**config.mk**
```make
export PLATFORM = sky130hd
export DESIGN_NAME = mpc_front
export DESIGN_NICKNAME = d
export VERILOG_FILES = /design/src/sv/mpc_pkg.sv /design/src/sv/mpc_front.sv
export SDC_FILE = /design/constraint.sdc
export NUM_CORES = 1
export LEC_CHECK = 0
export ABC_AREA = 1
export CORE_MARGIN = 10
export CORE_UTILIZATION = 35
export CTS_BUF_LIST = sky130_fd_sc_hd__clkbuf_8
export CTS_CLUSTER_SIZE = 10
export DETAILED_ROUTE_END_ITERATION = 8
export DONT_BUFFER_PORTS = 1
export PLACE_DENSITY = 0.48
export SLEW_MARGIN = 20
export SYNTH_ARGS = -nofsm -noshare
export SYNTH_HDL_FRONTEND = slang
export SYNTH_SLANG_ARGS = --single-unit
```
**constraint.sdc**
```tcl
create_clock -name i_clk -period 3.7 [get_ports i_clk]
set_input_delay 0.74 -clock i_clk [delete_from_list [all_inputs] [get_ports i_clk]]
set_output_delay 0.74 -clock i_clk [all_outputs]
set_load 0.03 [all_outputs]
```
**src/sv/mpc_pkg.sv**
```systemverilog
package mpc_pkg;

    // field widths
    localparam int LON_W    = 16;
    localparam int LAT_W    = 15;
    localparam int COORD_W  = 18;   // mapped screen coordinate, signed
    localparam int ZPOS_W   = 27;   // zoomed screen coordinate, signed
    localparam int PIX_W    = 13;   // output pixel coordinate
    localparam int CFG_IDX_W  = 3;
    localparam int CFG_DATA_W = 16;

    // projection constants
    localparam int LON_OFFSET = 18000;
    localparam int LON_SPAN   = 36000;
    localparam int LAT_OFFSET = 9000;
    localparam int LAT_SPAN   = 18000;
    localparam int PERCENT    = 100;

    // reciprocal scaling for constant division
    localparam int     REC_SHIFT = 30;
    localparam longint REC_ONE   = longint'(1) << REC_SHIFT;

    // pipeline depth of the datapath units
    localparam int MAP_LAT  = 4;
    localparam int ZOOM_LAT = 5;
    localparam int PIPE_LAT = MAP_LAT + ZOOM_LAT;

    // configuration register indexes
    localparam logic [CFG_IDX_W-1:0] REG_AREA_LEFT    = 3'd0;
    localparam logic [CFG_IDX_W-1:0] REG_AREA_TOP     = 3'd1;
    localparam logic [CFG_IDX_W-1:0] REG_AREA_WIDTH   = 3'd2;
    localparam logic [CFG_IDX_W-1:0] REG_AREA_HEIGHT  = 3'd3;
    localparam logic [CFG_IDX_W-1:0] REG_ZOOM_PERCENT = 3'd4;
    localparam logic [CFG_IDX_W-1:0] REG_CENTER_SET   = 3'd5;
    localparam logic [CFG_IDX_W-1:0] REG_CENTER_LON   = 3'd6;
    localparam logic [CFG_IDX_W-1:0] REG_CENTER_LAT   = 3'd7;

    // one queued vertex
    typedef struct packed {
        logic signed [LON_W-1:0] lon;
        logic signed [LAT_W-1:0] lat;
        logic                    first_point;
    } t_vtx;

    // configuration seen by the datapath
    typedef struct packed {
        logic [11:0]             area_left;
        logic [11:0]             area_top;
        logic [12:0]             area_width;
        logic [12:0]             area_height;
        logic [10:0]             zoom_percent;
        logic                    center_set;
        logic signed [LON_W-1:0] center_lon;
        logic signed [LAT_W-1:0] center_lat;
    } t_cfg;

endpackage

```
**src/sv/mpc_front.sv**
```systemverilog
module mpc_front #(
    parameter int DEPTH = 2
) (
    input  logic          i_clk,
    input  logic          i_rst_n,
    input  logic          i_valid,
    output logic          o_ready,
    input  mpc_pkg::t_vtx i_item,
    output logic          o_head_vld,
    output mpc_pkg::t_vtx o_head,
    input  logic          i_pop
);

    localparam int PtrW = (DEPTH > 1) ? $clog2(DEPTH) : 1;
    localparam int CntW = $clog2(DEPTH + 1);

    mpc_pkg::t_vtx    r_mem [DEPTH];
    logic [PtrW-1:0]  r_wr_ptr;
    logic [PtrW-1:0]  r_rd_ptr;
    logic [CntW-1:0]  r_count;
    logic             push;
    logic             pop;

    // queue status
    assign o_ready    = (r_count != CntW'(DEPTH));
    assign o_head_vld = (r_count != '0);
    assign o_head     = r_mem[r_rd_ptr];
    assign push       = i_valid && o_ready;
    assign pop        = i_pop && o_head_vld;

    // item storage
    always_ff @(posedge i_clk) begin
        if (push) begin
            r_mem[r_wr_ptr] <= i_item;
        end
    end

    // pointers and fill count
    always_ff @(posedge i_clk) begin
        if (!i_rst_n) begin
            r_wr_ptr <= '0;
            r_rd_ptr <= '0;
            r_count  <= '0;
        end else begin
            if (push) begin
                r_wr_ptr <= (r_wr_ptr == PtrW'(DEPTH - 1)) ? '0 : r_wr_ptr + 1'b1;
            end
            if (pop) begin
                r_rd_ptr <= (r_rd_ptr == PtrW'(DEPTH - 1)) ? '0 : r_rd_ptr + 1'b1;
            end
            if (push && !pop) begin
                r_count <= r_count + 1'b1;
            end else if (pop && !push) begin
                r_count <= r_count - 1'b1;
            end
        end
    end

endmodule

```
==> flow_metrics.tcl <==
set metrics [dict create \
    run_status "completed" \
    finalCritPeriodShare_pct 69.8 \
    p_total_mw 2.14 \
    rsz0062_at_grt "no" \
    synth_nets 174 \
    fin_worst_skew_ns 0.00672 \
    cts.sinks 69 \
    fin_tns_setup_ns 0 \
    track_usage_pct 8.46 \
    dieArea_um2 11700 \
    cts_resized 0 \
    yosys.area_share.adder_pct 0.462 \
    via_per_inst 4.53 \
    diodes 0 \
    globalRouteOverflowTotal 0 \
    end_kind "output pin" \
    netlist-cell-type-count 17 \
    ys_seq_elements 69 \
    powerDensity_nw_per_um2 731 \
    antenna_found_initial 0 \
    avgSynthCellArea_um2 19.8 \
    first_pass_iters 4 \
    clk_pin_slew_ns 0.07 \
    required_ns 2.96 \
    route.detailed.drc 0 \
    io_buffers 0 \
    cts-htree-levels 3 \
    period_needed_ns 2.58 \
    synth-compound-area-share_pct 0.831 \
    netlist_area_um2 2710 \
    hold_ws_ns 0.506 \
    grt_pass1_wl_mm 7.13 \
    pin_count 70 \
    fp-row-count 32 \
    final_cells 249 \
    path_max_fanout 20 \
    place_inst 236 \
    setup_viol 0 \
    finalNetCount 182 \
    root_buffer "clkbuf_8" \
    muxShareOfSynthArea_pct 17.5 \
    drive_gt1_share_pct 34.0 \
    ys_warn_count 0 \
    min_path_type "in2reg" \
    synth_top_family_by_area "multiplexers" \
    wire_per_inst_um 18.7 \
    synth_xor_area_share_pct 0 \
    yosysSeqAreaShare_pct 74.6 \
    worstSetupStartpointType "flop" \
    ant_nets 0 \
    core-area_um2 7610 \
    die_h_um 108 \
    first_iter_violations 26 \
    cp.arrival_ns 1.84 \
    design_area_um2 2930 \
    die_w_um 108 \
    layout-area-overhead-vs-synth_pct 8.22 \
    num_vias 1129 \
    cts_hold_buf 0 \
    start_util_pct 35.6 \
    gp_congestion 0.592 \
    p_leak_nw 1.03 \
    yosys.area_share.simple_pct 2.86 \
    max_freq_mhz 387 \
    cts_buffers 9 \
    clock_path_buffers 2 \
    dpl.hpwl_mm 3.42 \
    drt-total-wl_mm 4.67 \
    slew_viol_final 0 \
    netlist_instances 137 \
    grt_max_degree 33 \
    clkLatencyLatePin_ns 0.32 \
    slew_headroom_pct 35.5 \
    peakVddDrop_uv 298 \
    criticalPathCategory "reg2out" \
    placed_area_um2 2790 \
    max_cap_viol_count 0 \
    tritoncts "built" \
    post_cts_buffers 0 \
    grt_pass1_vias 1263 \
    hold_viol_final 0 \
    tightest_slew_ns 0.966 \
]
[routing by layer]
metal / GRT usage (%) / wire (µm) / vias to the layer above
met5: 0 / 0 / -
met3: 6.48 / 564 / 5
met1: 7.37 / 1530 / 557
met4: 3.44 / 61 / 0
met2: 14.3 / 2510 / 44
li1: - / - / 523
[cells by family (layout without fill, tap and decap cells)]
kind of cell               Yosys count  in the layout
DFF                                 69             69
muxes                               32             32
and+or+nand+nor                     19             19
buffers and inverters               12             22
AOI/OAI and AO/OA                    4              4
adders and majority gates            1              1
[report_power, final]
| group | total, mW | switching, mW | internal, mW |
|---|---|---|---|
| Sequential | 1.06 | 0.0664 | 0.991 |
| Clock | 0.465 | 0.239 | 0.226 |
| Combinational | 0.622 | 0.415 | 0.206 |
[cell type report]
| class | count | area, µm² |
|---|---|---|
| clock buffers | 9 | 124 |
| well taps | 102 | 128 |
| inverters | 8 | 30.0 |
| fillers | 721 | 4680 |
| multi-input cells | 56 | 601 |
| flip-flops and latches | 69 | 2020 |
| repair buffers | 1 | 7.51 |
| clock inverters | 4 | 18.8 |
[critical path, stage by stage, from the launching register on]
cell     delay, ns
dfxtp_2       0.74
buf_4         0.38
mux2_4        0.39
[cells in the mapped netlist]
master    count  area share [%]
edfxtp_1     64              71
mux2_4       30              17
nand2_1       8             1.1
nor2_1        8             1.1
inv_1         7            0.97
dfxtp_1       5             3.7
buf_12        3             2.2
mux2_2        2            0.83
o21ai_0       2            0.37
a21oi_1       1            0.18
buf_6         1            0.42
ha_1          1            0.46
inv_2         1            0.14
nand2_2       1            0.23
nand3_1       1            0.18
nand4_1       1            0.23
o21a_1        1            0.28
[per-stage QoR]
stage | utilization [%] | setup slack (ns)
6_report | 38.5 | 1.12
3_5_place_dp | 36.7 | 1.43
3_3_place_gp | 36.7 | 1.45
4_1_cts | 38.5 | 1.05
5_1_grt | 38.5 | 0.972
2_1_floorplan | - | 1.10
[state kept, by name, indices dropped and copies added (netlist names), named ones only]
register  cells
r_mem        64
r_count       2
r_rd_ptr      1
r_wr_ptr      1
[worst paths after layout]
check	startpoint	endpoint	slack, ns	cells past startpoint
min reg2reg	r_rd_ptr	r_rd_ptr	0.51	2
max reg2reg	r_count[0]	r_mem[0][16]	1.64	4
min	i_item[23]	r_mem[0][23]	0.51	0
max	flop	o_head[0]	1.12	2
[layout by cell type (no fill, tap or decap)]
| cell type | Yosys | final |
|---|---|---|
| a21oi_1 | 1 | 1 |
| clkbuf_8 | 0 | 9 |
| o21ai_0 | 2 | 2 |
| dfxtp_2 | 0 | 1 |
| edfxtp_1 | 64 | 64 |
| nand2_2 | 1 | 1 |
| dfxtp_1 | 5 | 4 |
| nor2_4 | 0 | 2 |
| clkinv_2 | 0 | 3 |
| nor2_1 | 8 | 6 |
| nand3_1 | 1 | 1 |
| nand2_1 | 8 | 8 |
| clkinv_1 | 0 | 1 |
| ha_1 | 1 | 1 |
| o21a_1 | 1 | 1 |
| inv_1 | 7 | 7 |
| mux2_2 | 2 | 2 |
| nand4_1 | 1 | 1 |
| inv_2 | 1 | 1 |
| mux2_4 | 30 | 30 |
| buf_4 | 0 | 1 |
Power figures use the tool's default switching activity.
